**src/design/ngcs_pkg.sv**
```systemverilog
// Shared types and constants for the n-ary Gray code successor unit.
// No dependencies; imported by every module of the block.
`timescale 1ns / 1ps

package ngcs_pkg;

	localparam int NGCS_MAX_DIGITS = 8;
	localparam int NGCS_DIGIT_BITS = 4;

	localparam int WORD_W   = 32;
	localparam int RADIX_W  = 5;
	localparam int DIGITS_W = 4;
	localparam int PADDR_W  = 3;
	localparam int PDATA_W  = 32;

	// Register index as decoded from paddr[2]
	localparam logic REG_RADIX  = 1'b0;
	localparam logic REG_DIGITS = 1'b1;

	localparam logic [RADIX_W-1:0]  RADIX_RESET  = RADIX_W'(2);
	localparam logic [DIGITS_W-1:0] DIGITS_RESET = DIGITS_W'(8);

	typedef struct packed {
		logic [RADIX_W-1:0]  radix;
		logic [DIGITS_W-1:0] digits_in_use;
	} cfg_t;

endpackage

```
**src/design/ngcs_cfg_regs.sv**
```systemverilog
// APB register file holding the radix and the number of digits in use.
// Depends on ngcs_pkg for register indexes, widths and reset values.
`timescale 1ns / 1ps

module ngcs_cfg_regs import ngcs_pkg::*; (
	input  logic               clk,
	input  logic               arst_n,
	input  logic               psel,
	input  logic               penable,
	input  logic               pwrite,
	input  logic [PADDR_W-1:0] paddr,
	input  logic [PDATA_W-1:0] pwdata,
	output logic [PDATA_W-1:0] prdata,
	output logic               pready,
	output cfg_t               cfg
);

	logic [RADIX_W-1:0]  radix_q;
	logic [DIGITS_W-1:0] digits_q;
	logic                wr_en;
	logic                reg_idx;

	assign pready  = 1'b1;
	assign wr_en   = psel & penable & pwrite & pready;
	assign reg_idx = paddr[2];

	always_ff @(posedge clk or negedge arst_n) begin
		if (!arst_n) begin
			radix_q  <= RADIX_RESET;
			digits_q <= DIGITS_RESET;
		end else if (wr_en) begin
			case (reg_idx)
				REG_RADIX:  radix_q  <= pwdata[RADIX_W-1:0];
				REG_DIGITS: digits_q <= pwdata[DIGITS_W-1:0];
				default: ;
			endcase
		end
	end

	always_comb begin
		case (reg_idx)
			REG_RADIX:  prdata = PDATA_W'(radix_q);
			REG_DIGITS: prdata = PDATA_W'(digits_q);
			default:    prdata = '0;
		endcase
	end

	assign cfg.radix         = radix_q;
	assign cfg.digits_in_use = digits_q;

endmodule

```
**src/design/ngcs_digit_step.sv**
```systemverilog
// Successor logic: prefix parity, rightmost movable digit pick, clamp and pack.
// Depends on ngcs_pkg for cfg_t and word width.
`timescale 1ns / 1ps

module ngcs_digit_step import ngcs_pkg::*; #(
	parameter int MAX_DIGITS = NGCS_MAX_DIGITS,
	parameter int DIGIT_BITS = NGCS_DIGIT_BITS
) (
	input  cfg_t              cfg,
	input  logic [WORD_W-1:0] code_word,
	output logic [WORD_W-1:0] next_word,
	output logic              wrapped
);

	localparam int PACK_W = MAX_DIGITS * DIGIT_BITS;
	localparam int EXT_W  = PACK_W + WORD_W;
	localparam int BASE_W = (DIGIT_BITS + 1 > RADIX_W) ? DIGIT_BITS + 1 : RADIX_W;
	localparam logic [BASE_W-1:0] CAP   = BASE_W'(1 << DIGIT_BITS);
	localparam logic [BASE_W-1:0] TWO   = BASE_W'(2);

	logic [EXT_W-1:0]      word_ext;
	logic [EXT_W-1:0]      packed_ext;
	logic [BASE_W-1:0]     base;
	logic [BASE_W-1:0]     radix_ext;
	logic [DIGIT_BITS-1:0] top_digit;
	logic [DIGIT_BITS-1:0] dig     [MAX_DIGITS];
	logic [DIGIT_BITS-1:0] new_dig [MAX_DIGITS];
	logic [MAX_DIGITS-1:0] in_use;
	logic [MAX_DIGITS-1:0] up;
	logic [MAX_DIGITS-1:0] can;
	logic [MAX_DIGITS-1:0] free_below;
	logic                  par;
	logic                  seen;
	logic                  moved;

	assign word_ext  = {{PACK_W{1'b0}}, code_word};
	assign radix_ext = BASE_W'(cfg.radix);

	// Saturate the radix into 2..2^DIGIT_BITS
	always_comb begin
		if (radix_ext < TWO)
			base = TWO;
		else if (radix_ext > CAP)
			base = CAP;
		else
			base = radix_ext;
	end

	assign top_digit = DIGIT_BITS'(base - 1'b1);

	always_comb begin
		for (int k = 0; k < MAX_DIGITS; k++) begin
			dig[k]    = word_ext[k*DIGIT_BITS +: DIGIT_BITS];
			in_use[k] = (k == 0) || ((DIGITS_W+1)'(k) < {1'b0, cfg.digits_in_use});
		end
	end

	// Direction from the parity of the digits to the left, most significant first
	always_comb begin
		par = 1'b0;
		for (int k = MAX_DIGITS - 1; k >= 0; k--) begin
			up[k] = ~par;
			if (in_use[k])
				par = par ^ dig[k][0];
		end
	end

	always_comb begin
		for (int k = 0; k < MAX_DIGITS; k++) begin
			if (up[k])
				can[k] = in_use[k] && ((BASE_W'(dig[k]) + 1'b1) < base);
			else
				can[k] = in_use[k] && (dig[k] != '0) && ((BASE_W'(dig[k]) - 1'b1) < base);
		end
	end

	// free_below[k]: no digit under k can move
	always_comb begin
		seen = 1'b0;
		for (int k = 0; k < MAX_DIGITS; k++) begin
			free_below[k] = ~seen;
			seen = seen | can[k];
		end
	end

	assign moved = |can;

	always_comb begin
		for (int k = 0; k < MAX_DIGITS; k++) begin
			if (!in_use[k] || !moved)
				new_dig[k] = '0;
			else if (!free_below[k])
				new_dig[k] = dig[k];
			else if (can[k])
				new_dig[k] = up[k] ? dig[k] + 1'b1 : dig[k] - 1'b1;
			else
				new_dig[k] = up[k] ? top_digit : '0;
		end
	end

	always_comb begin
		packed_ext = '0;
		for (int k = 0; k < MAX_DIGITS; k++)
			packed_ext[k*DIGIT_BITS +: DIGIT_BITS] = new_dig[k];
	end

	assign next_word = packed_ext[WORD_W-1:0];
	assign wrapped   = ~moved;

endmodule

```
**src/design/nary_gray_code_successor_unit.sv**
```systemverilog
// Reflected n-ary Gray code successor unit.
// Slave stream: s_axis_tdata carries code_word, 4-bit digits, digit 0 in bits 3:0.
// Master stream: m_axis_tdata carries next_word, m_axis_tuser carries wrapped.
// Configuration over APB: radix at address 0, digits_in_use at address 4;
// write only while no transfer is in flight.
// An input transfer is captured in the input register, then goes through the
// successor logic into the result register.
// Throughput is one item per clock while the receiver takes results; the input
// register and the result register each hold an item, so a new transfer is
// taken while a result waits. When the receiver stalls, the result holds and the
// input register fills; s_axis_tready drops only when both stages are full.
// Reset clears both valid flags and loads radix 2 with eight digits in use.
// Depends on ngcs_pkg, ngcs_cfg_regs and ngcs_digit_step.
`timescale 1ns / 1ps

module nary_gray_code_successor_unit import ngcs_pkg::*; #(
	parameter int MAX_DIGITS = NGCS_MAX_DIGITS,
	parameter int DIGIT_BITS = NGCS_DIGIT_BITS
) (
	input  logic               clk,
	input  logic               arst_n,
	input  logic               s_axis_tvalid,
	output logic               s_axis_tready,
	input  logic [WORD_W-1:0]  s_axis_tdata,   // [31:0] code_word
	output logic               m_axis_tvalid,
	input  logic               m_axis_tready,
	output logic [WORD_W-1:0]  m_axis_tdata,   // [31:0] next_word
	output logic               m_axis_tuser,   // [0] wrapped
	input  logic               psel,
	input  logic               penable,
	input  logic               pwrite,
	input  logic [PADDR_W-1:0] paddr,
	input  logic [PDATA_W-1:0] pwdata,
	output logic [PDATA_W-1:0] prdata,
	output logic               pready
);

	cfg_t              cfg;
	logic              valid_s1;
	logic [WORD_W-1:0] code_word_s1;
	logic              valid_s2;
	logic [WORD_W-1:0] next_word_s2;
	logic              wrapped_s2;
	logic [WORD_W-1:0] next_word;
	logic              wrapped;
	logic              load_s1;
	logic              load_s2;

	ngcs_cfg_regs u_cfg (
		.clk     (clk),
		.arst_n  (arst_n),
		.psel    (psel),
		.penable (penable),
		.pwrite  (pwrite),
		.paddr   (paddr),
		.pwdata  (pwdata),
		.prdata  (prdata),
		.pready  (pready),
		.cfg     (cfg)
	);

	ngcs_digit_step #(
		.MAX_DIGITS (MAX_DIGITS),
		.DIGIT_BITS (DIGIT_BITS)
	) u_step (
		.cfg       (cfg),
		.code_word (code_word_s1),
		.next_word (next_word),
		.wrapped   (wrapped)
	);

	// Advance the result stage when it is empty or being drained
	assign load_s2       = valid_s1 & (~valid_s2 | m_axis_tready);
	assign s_axis_tready = ~valid_s1 | load_s2;
	assign load_s1       = s_axis_tvalid & s_axis_tready;

	always_ff @(posedge clk or negedge arst_n) begin
		if (!arst_n) begin
			valid_s1 <= 1'b0;
			valid_s2 <= 1'b0;
		end else begin
			if (s_axis_tready)
				valid_s1 <= s_axis_tvalid;
			if (~valid_s2 | m_axis_tready)
				valid_s2 <= valid_s1;
		end
	end

	always_ff @(posedge clk) begin
		if (load_s1)
			code_word_s1 <= s_axis_tdata;
		if (load_s2) begin
			next_word_s2 <= next_word;
			wrapped_s2   <= wrapped;
		end
	end

	assign m_axis_tvalid = valid_s2;
	assign m_axis_tdata  = next_word_s2;
	assign m_axis_tuser  = wrapped_s2;

endmodule
```
**config.mk**
```make
export PLATFORM = sky130hd
export DESIGN_NAME = nary_gray_code_successor_unit
export DESIGN_NICKNAME = d
export VERILOG_FILES = /design/src/design/ngcs_pkg.sv /design/src/design/ngcs_cfg_regs.sv /design/src/design/ngcs_digit_step.sv /design/src/design/nary_gray_code_successor_unit.sv
export SDC_FILE = /design/constraint.sdc
export NUM_CORES = 1
export LEC_CHECK = 0
export BUFFER_PORTS_ARGS = -buffer_cell sky130_fd_sc_hd__buf_2
export CAP_MARGIN = 0
export CORE_MARGIN = 2
export CORE_UTILIZATION = 50
export DETAILED_ROUTE_END_ITERATION = 8
export PLACE_DENSITY = 0.78
export SLEW_MARGIN = 15
export SYNTH_ARGS = -nofsm -noshare
export SYNTH_HDL_FRONTEND = slang
export SYNTH_HIERARCHICAL = 1
export SYNTH_SLANG_ARGS = --single-unit
```
**constraint.sdc**
```tcl
create_clock -name clk -period 3.8 [get_ports clk]
set_clock_uncertainty 0.15 [all_clocks]
set_input_delay 0.76 -clock clk [delete_from_list [all_inputs] [get_ports clk]]
set_output_delay 0.76 -clock clk [all_outputs]
set_load 0.05 [all_outputs]
```
### Word level (Yosys, flattened, before mapping)

Index checks and enable logic that the tools add are counted.

| word-level totals | value |
|---|---|
| bits in registers | 76 |
| bits in writable memories | 0 |
| bits in latches | 0 |
| bits in read-only memories | 0 |
| memories kept | 0 |
| word-level logic and storage cells | 182 |

| cells by class | value |
|---|---|
| divide/modulo/power cells | 0 |
| bitwise gates (word level) | 22 |
| reduce and logical (&&, ||, !) cells | 45 |
| mux-type cells | 46 |
| equality and inequality tests | 0 |
| shifts and indexed selects | 0 |
| add/sub/neg operators | 31 |
| magnitude comparators | 24 |
| multipliers | 0 |

Operators with widths:

| operator | count |
|---|---|
| $mux 4 | 29 |
| $lt 5x5->1 | 15 |
| $pmux 32 s2 | 1 |
| $add 4x1->5 const B | 8 |
| $sub 4x1->5 const B | 7 |
| $add 4x1->4 const B | 8 |
| $sub 4x1->4 const B | 8 |
| $reduce_bool 4->1 | 7 |
| $logic_and 1x1->1 | 20 |
| $lt 3x4->1 const A | 4 |
| $mux 1 | 14 |
| $mux 5 | 2 |
| $logic_not 1->1 | 8 |
| $lt 2x4->1 const A | 2 |
| $or 1x1->1 | 8 |
| $reduce_or 8->1 | 1 |
| $logic_or 1x1->1 | 7 |
| $xor 1x1->1 | 6 |
| $gt 5x5->1 const B | 1 |
| $lt 5x2->1 const B | 1 |
| $and 1x1->1 | 4 |
| $lt 1x4->1 const A | 1 |
| $not 1->1 | 4 |
| $reduce_and 2->1 | 2 |

### Depth between registers and ports, before layout

| logic depth | value |
|---|---|
| word-level depth | 22 |
| mapped depth | 15 |
| gate-level depth less buffers | 13 |

### Cells and area by module

The synthesis kept the hierarchy.

By module, submodules not included:

| module | cells each | times used | seq. area each (um^2) | area an instance (um^2) |
|---|---|---|---|---|
| ngcs_digit_step | 559 | 1 | 0.0 | 4352.9 |
| nary_gray_code_successor_unit | 73 | 1 | 2001.9 | 2055.7 |
| ngcs_cfg_regs | 56 | 1 | 227.7 | 664.4 |

### Worst setup path after synthesis

Ideal clock, no wire load.

| timing | value |
|---|---|
| path kind | register to register |
| start point | register u_cfg.radix_q[3] |
| end point | register next_word_s2[16], in the netlist m_axis_tdata[16], data pin |
| data required time | 3.466 ns |
| path slack | -0.301 ns |
| arrival | 3.767 ns |
| clock period less this slack | 4.101 ns |
| cell stages (with the launch flop) | 11 |
| buffers on the path | 1 |
| cell sequence | dfrtp_1 nor2_1 o21ai_0 ha_1 and3_1 a221o_1 a211o_1 mux2i_1 nor4_2 buf_6 a2111oi_4 |

| between the ends | value |
|---|---|
| cells in the longest elaborated chain, start to end | 10 |
| elaborated cells between the ends (all ways) | 50 |
| those cells by class | 1 x add/sub; 17 x order compare; 12 x mux; 3 x bitwise; 17 x reduce/logical |

RTL lines:

| item | line | RTL |
|---|---|---|
| start, declared | ngcs_cfg_regs.sv:18 | `logic [RADIX_W-1:0] radix_q;` |
| start signal, assigned | ngcs_cfg_regs.sv:33 | `REG_RADIX: radix_q <= pwdata[RADIX_W-1:0];` |
| $gt 5x5->1 | ngcs_digit_step.sv:43 | `else if (radix_ext > CAP)` |
| $mux 5 | ngcs_digit_step.sv:43 |  |
| $mux 5 (*) | ngcs_digit_step.sv:41 | `if (radix_ext < TWO)` |
| $lt 5x5->1 (on tied branches) | ngcs_digit_step.sv:73, ngcs_digit_step.sv:71 |  |
| $logic_and 1x1->1 (on tied branches) | ngcs_digit_step.sv:73, ngcs_digit_step.sv:71 |  |
| $mux 1 | ngcs_digit_step.sv:70 | `if (up[k])` |
| $or 1x1->1 (3 in series) | ngcs_digit_step.sv:82 | `seen = seen \| can[k];` |
| $mux 4 | ngcs_digit_step.sv:92 | `else if (!free_below[k])` |
| end signal, assigned | nary_gray_code_successor_unit.sv:93 | `next_word_s2 <= next_word;` |
| end, declared | nary_gray_code_successor_unit.sv:42 | `logic [WORD_W-1:0] next_word_s2;` |

Every way passes the cells marked *; elsewhere a longest branch is shown, timed or not.
A chain may end at the register's enable or synchronous reset.

### Worst setup path after layout

| timing | value |
|---|---|
| start point | register code_word_s1[4] |
| end point | register next_word_s2[18], in the netlist m_axis_tdata[18], data pin |

| between the ends | value |
|---|---|
| cells in the longest elaborated chain, start to end | 8 |
| elaborated cells between the ends (all ways) | 19 |
| those cells by class | 2 x add/sub; 2 x order compare; 4 x mux; 4 x bitwise; 7 x reduce/logical |

RTL lines:

| item | line | RTL |
|---|---|---|
| start, declared | nary_gray_code_successor_unit.sv:40 | `logic [WORD_W-1:0] code_word_s1;` |
| start signal, assigned | nary_gray_code_successor_unit.sv:91 | `code_word_s1 <= s_axis_tdata;` |
| $add 4x1->5, or another cell as far along | ngcs_digit_step.sv:71 | `can[k] = in_use[k] && ((BASE_W'(dig[k]) + 1'b1) < base);` |
| $lt 5x5->1, or another cell as far along | ngcs_digit_step.sv:71 |  |
| $logic_and 1x1->1 (on tied branches) | ngcs_digit_step.sv:71, ngcs_digit_step.sv:73 |  |
| $mux 1 | ngcs_digit_step.sv:70 |  |
| $or 1x1->1 (3 in series) | ngcs_digit_step.sv:82 |  |
| $mux 4 | ngcs_digit_step.sv:92 |  |

Several ways; a longest one is shown, not always the timed one.

==> metrics.cfg <==
[global_route]
grt_overflow_total=0
grt_max_degree=34
track_usage_pct=23.0
met1_usage_pct=30.6
gr-usage-met3_pct=4.29
busiest_layer=met2
grt_pass1_vias=5340
grt_pass1_wl_um=26700
antenna_found_initial=0
met2_usage_pct=36.6

[worst_hold_path]
min_path_type=in2async

[setup_path]
worstRegToRegCells=12
cp_common_cell=ha_1
worstSetupEndpointType=flop
r2r_start=code_word_s1[4]
critical_path.max_fanout=20
slowest_delay_ps=500
start_kind=flop
setup.worst_path.class=reg2reg
worst-path-buf-inv=1
crit_family=simple AND/OR/NAND/NOR gates
crit_required_ps=3750
r2r_end=m_axis_tdata[18]
arrival_ps=3620
ff2ff_setup_slack_ps=130
cp_cell_sequence=ha_1 > xor2_1 > ha_1 > o21a_1 > o21ai_0 > a21oi_1 > or3_1 > mux2_2 > nand4_4 > nor4_4 > buf_12 > nor4_1
cp_slowest_cell=edfxtp_1

[routing]
routed-via-count=5672
via_per_inst=5.76
wirelength_um=16500
ant_nets=0
first_pass_iters=5
drt_iter0_drc=497
route.detailed.drc=0
wl_per_cell_um=16.7

[power]
p_int_mw=2.87
cellPowerDensity_nw_per_um2=659
p_comb_share_pct=62.0
p_seq_share_pct=22.7
ir_worst_vdd_mv=0.351
p_sw_mw=2.49
switching_share_pct=46.5
power_frac_clock_pct=15.4
p_leak_nw=3.65

[timing]
hold_viol=0
tns_ps=0
slew_headroom_pct=58.1
setup_viol=0
rsz0062_at_grt=no
maxSlewViolCount=0
timing.fmax_ghz=0.273
worstMarginPinSlew_ps=627
finalCritPeriodShare_pct=96.6
fin_crit_ps=3670

[floorplan]
dieArea_um2=15100
rows=43
io-pin-count=142
die_x_um=123
dieHeight_um=123
start_util_pct=51.2
core_area_um2=13800

[synth]
ys_seq_elements=76
synth_flop_cell=edfxtp_1
synth_top_area_share_pct=27.6
synth_edf_count=65
syn_area_um2=7070
synth_common_cells=96 x ha_1, 65 x edfxtp_1, 40 x nor2_1
synthTopCellsByArea=edfxtp_1 28%, ha_1 17%, xor2_1 4.0%, buf_4 3.5%, dfrtp_1 3.2%
synth_cells=688
synthArstFlopShare_pct=14.5
synthDistinctLibCells=69
ys_seq_area_share_pct=31.5
yosysMostFrequentCell=ha_1
yosysTopAreaCell=edfxtp_1
avgSynthCellArea_um2=10.3
yosys_warnings=6

[final_layout]
syn_to_final_growth_pct=15.2
nets=976
diodes=0
multi_input_area_um2=4490
fillers=1163
postLayoutCoreUtil_pct=58.9
regArea_um2=2230
drive_gt1_share_pct=24.1

[flow_run]
max_cap_viol_count=0

[placement]
gp_congestion=0.949
dp_hpwl_um=12500
io_buffer_count=84

[outcome]
outcome=finished clean

[clock_tree]
clockBufferDepth=2
clock-sinks=76
clock_latency_ps=350
h-tree-depth=3
clk_pin_slew_worst_paths_ps=60
cts_tree=yes
cts_buffers=9
clockRootBuffer=clkbuf_16

## placed cells by master, fill, tap and decap left out, drive strengths merged, types with 26 or more instances in the layout
| cell type | count |
|---|---|
| buf | 130 |
| o21ai | 27 |
| conb | 28 |
| edfxtp | 65 |
| a21oi | 33 |
| nor2 | 40 |
| nor3 | 38 |
| inv | 35 |
| ha | 96 |
| xor2 | 35 |
| nand2 | 26 |
## power groups by stage
stage / clock (mW) / sequential (mW) / combinational (mW)
global route: 0.884 / 1.24 / 3.62
CTS: 0.848 / 1.22 / 3.23
floorplan: 0 / 1.56 / 2.10
detailed placement: 0 / 1.23 / 3.21
global placement: 0 / 1.23 / 3.15
finish: 0.824 / 1.22 / 3.33
## sequential cells by signal, summed over array words and instances, names as in the netlist
register and cells:
m_axis_tuser 1, code_word_s1 32, m_axis_tdata 32, u_cfg/digits_q 4, m_axis_tvalid 1, u_cfg/radix_q 5
valid_s1 1
## routing by layer
metal  wire length, um  vias up
met3              1080       38
met4               476        0
met2              7550      228
met5                 0        -
met1              7350     2659
li1                  -     2747
## final cells by class
| cell class | count | share of cell area (%) |
|---|---|---|
| clock buffers | 9 | 2.76 |
| clock inverters | 7 | 0.706 |
| repair buffers | 130 | 9.75 |
| multi-input cells | 547 | 55.0 |
| well taps | 180 | 2.76 |
| inverters | 35 | 1.61 |
| flip-flops and latches | 76 | 27.4 |
## worst max path at each step
stage                                 start                to  slack (ps)  cells past startpoint
after floorplan            u_cfg/radix_q[4]  m_axis_tdata[16]           1                     10
after global placement    u_cfg/digits_q[3]  m_axis_tdata[11]         190                     13
after detailed placement  u_cfg/digits_q[3]  m_axis_tdata[11]         130                     13
after CTS                 u_cfg/digits_q[3]  m_axis_tdata[11]         100                     13
after global routing      u_cfg/digits_q[3]  m_axis_tdata[19]          20                     11
final                       code_word_s1[4]  m_axis_tdata[18]         130                     12
## cells by family after synthesis
kind of cell             after synthesis  synth area share [%]
other                                  2                 0.106
AO/OA/AOI/OAI                        153                  15.6
adder cells (fa/ha/maj)              103                  19.0
buffers and inverters                 91                  6.95
AND/OR/NAND/NOR                      178                  13.9
multiplexers                          32                  5.38
XOR/XNOR                              53                  7.57
flip-flops                            76                  31.5
## metrics by stage
step	hold slack, ps	setup slack [ps]	total power, mW	std cells	area (um^2)
floorplan	314	1.37	3.65	714	7170
global placement	374	189	4.38	965	7820
detailed placement	396	127	4.44	965	7820
CTS	107	98.2	5.30	981	8100
global route	119	19.6	5.74	984	8150
finish	110	131	5.37	984	8150
## repair_timing
action | in CTS | in global routing
setup buffers | 0 | 3
hold buffers | 0 | 0
resized for setup | 0 | 7
setup endpoints to repair | 0 | 13
Note: power is estimated with default switching activity, not from simulation.
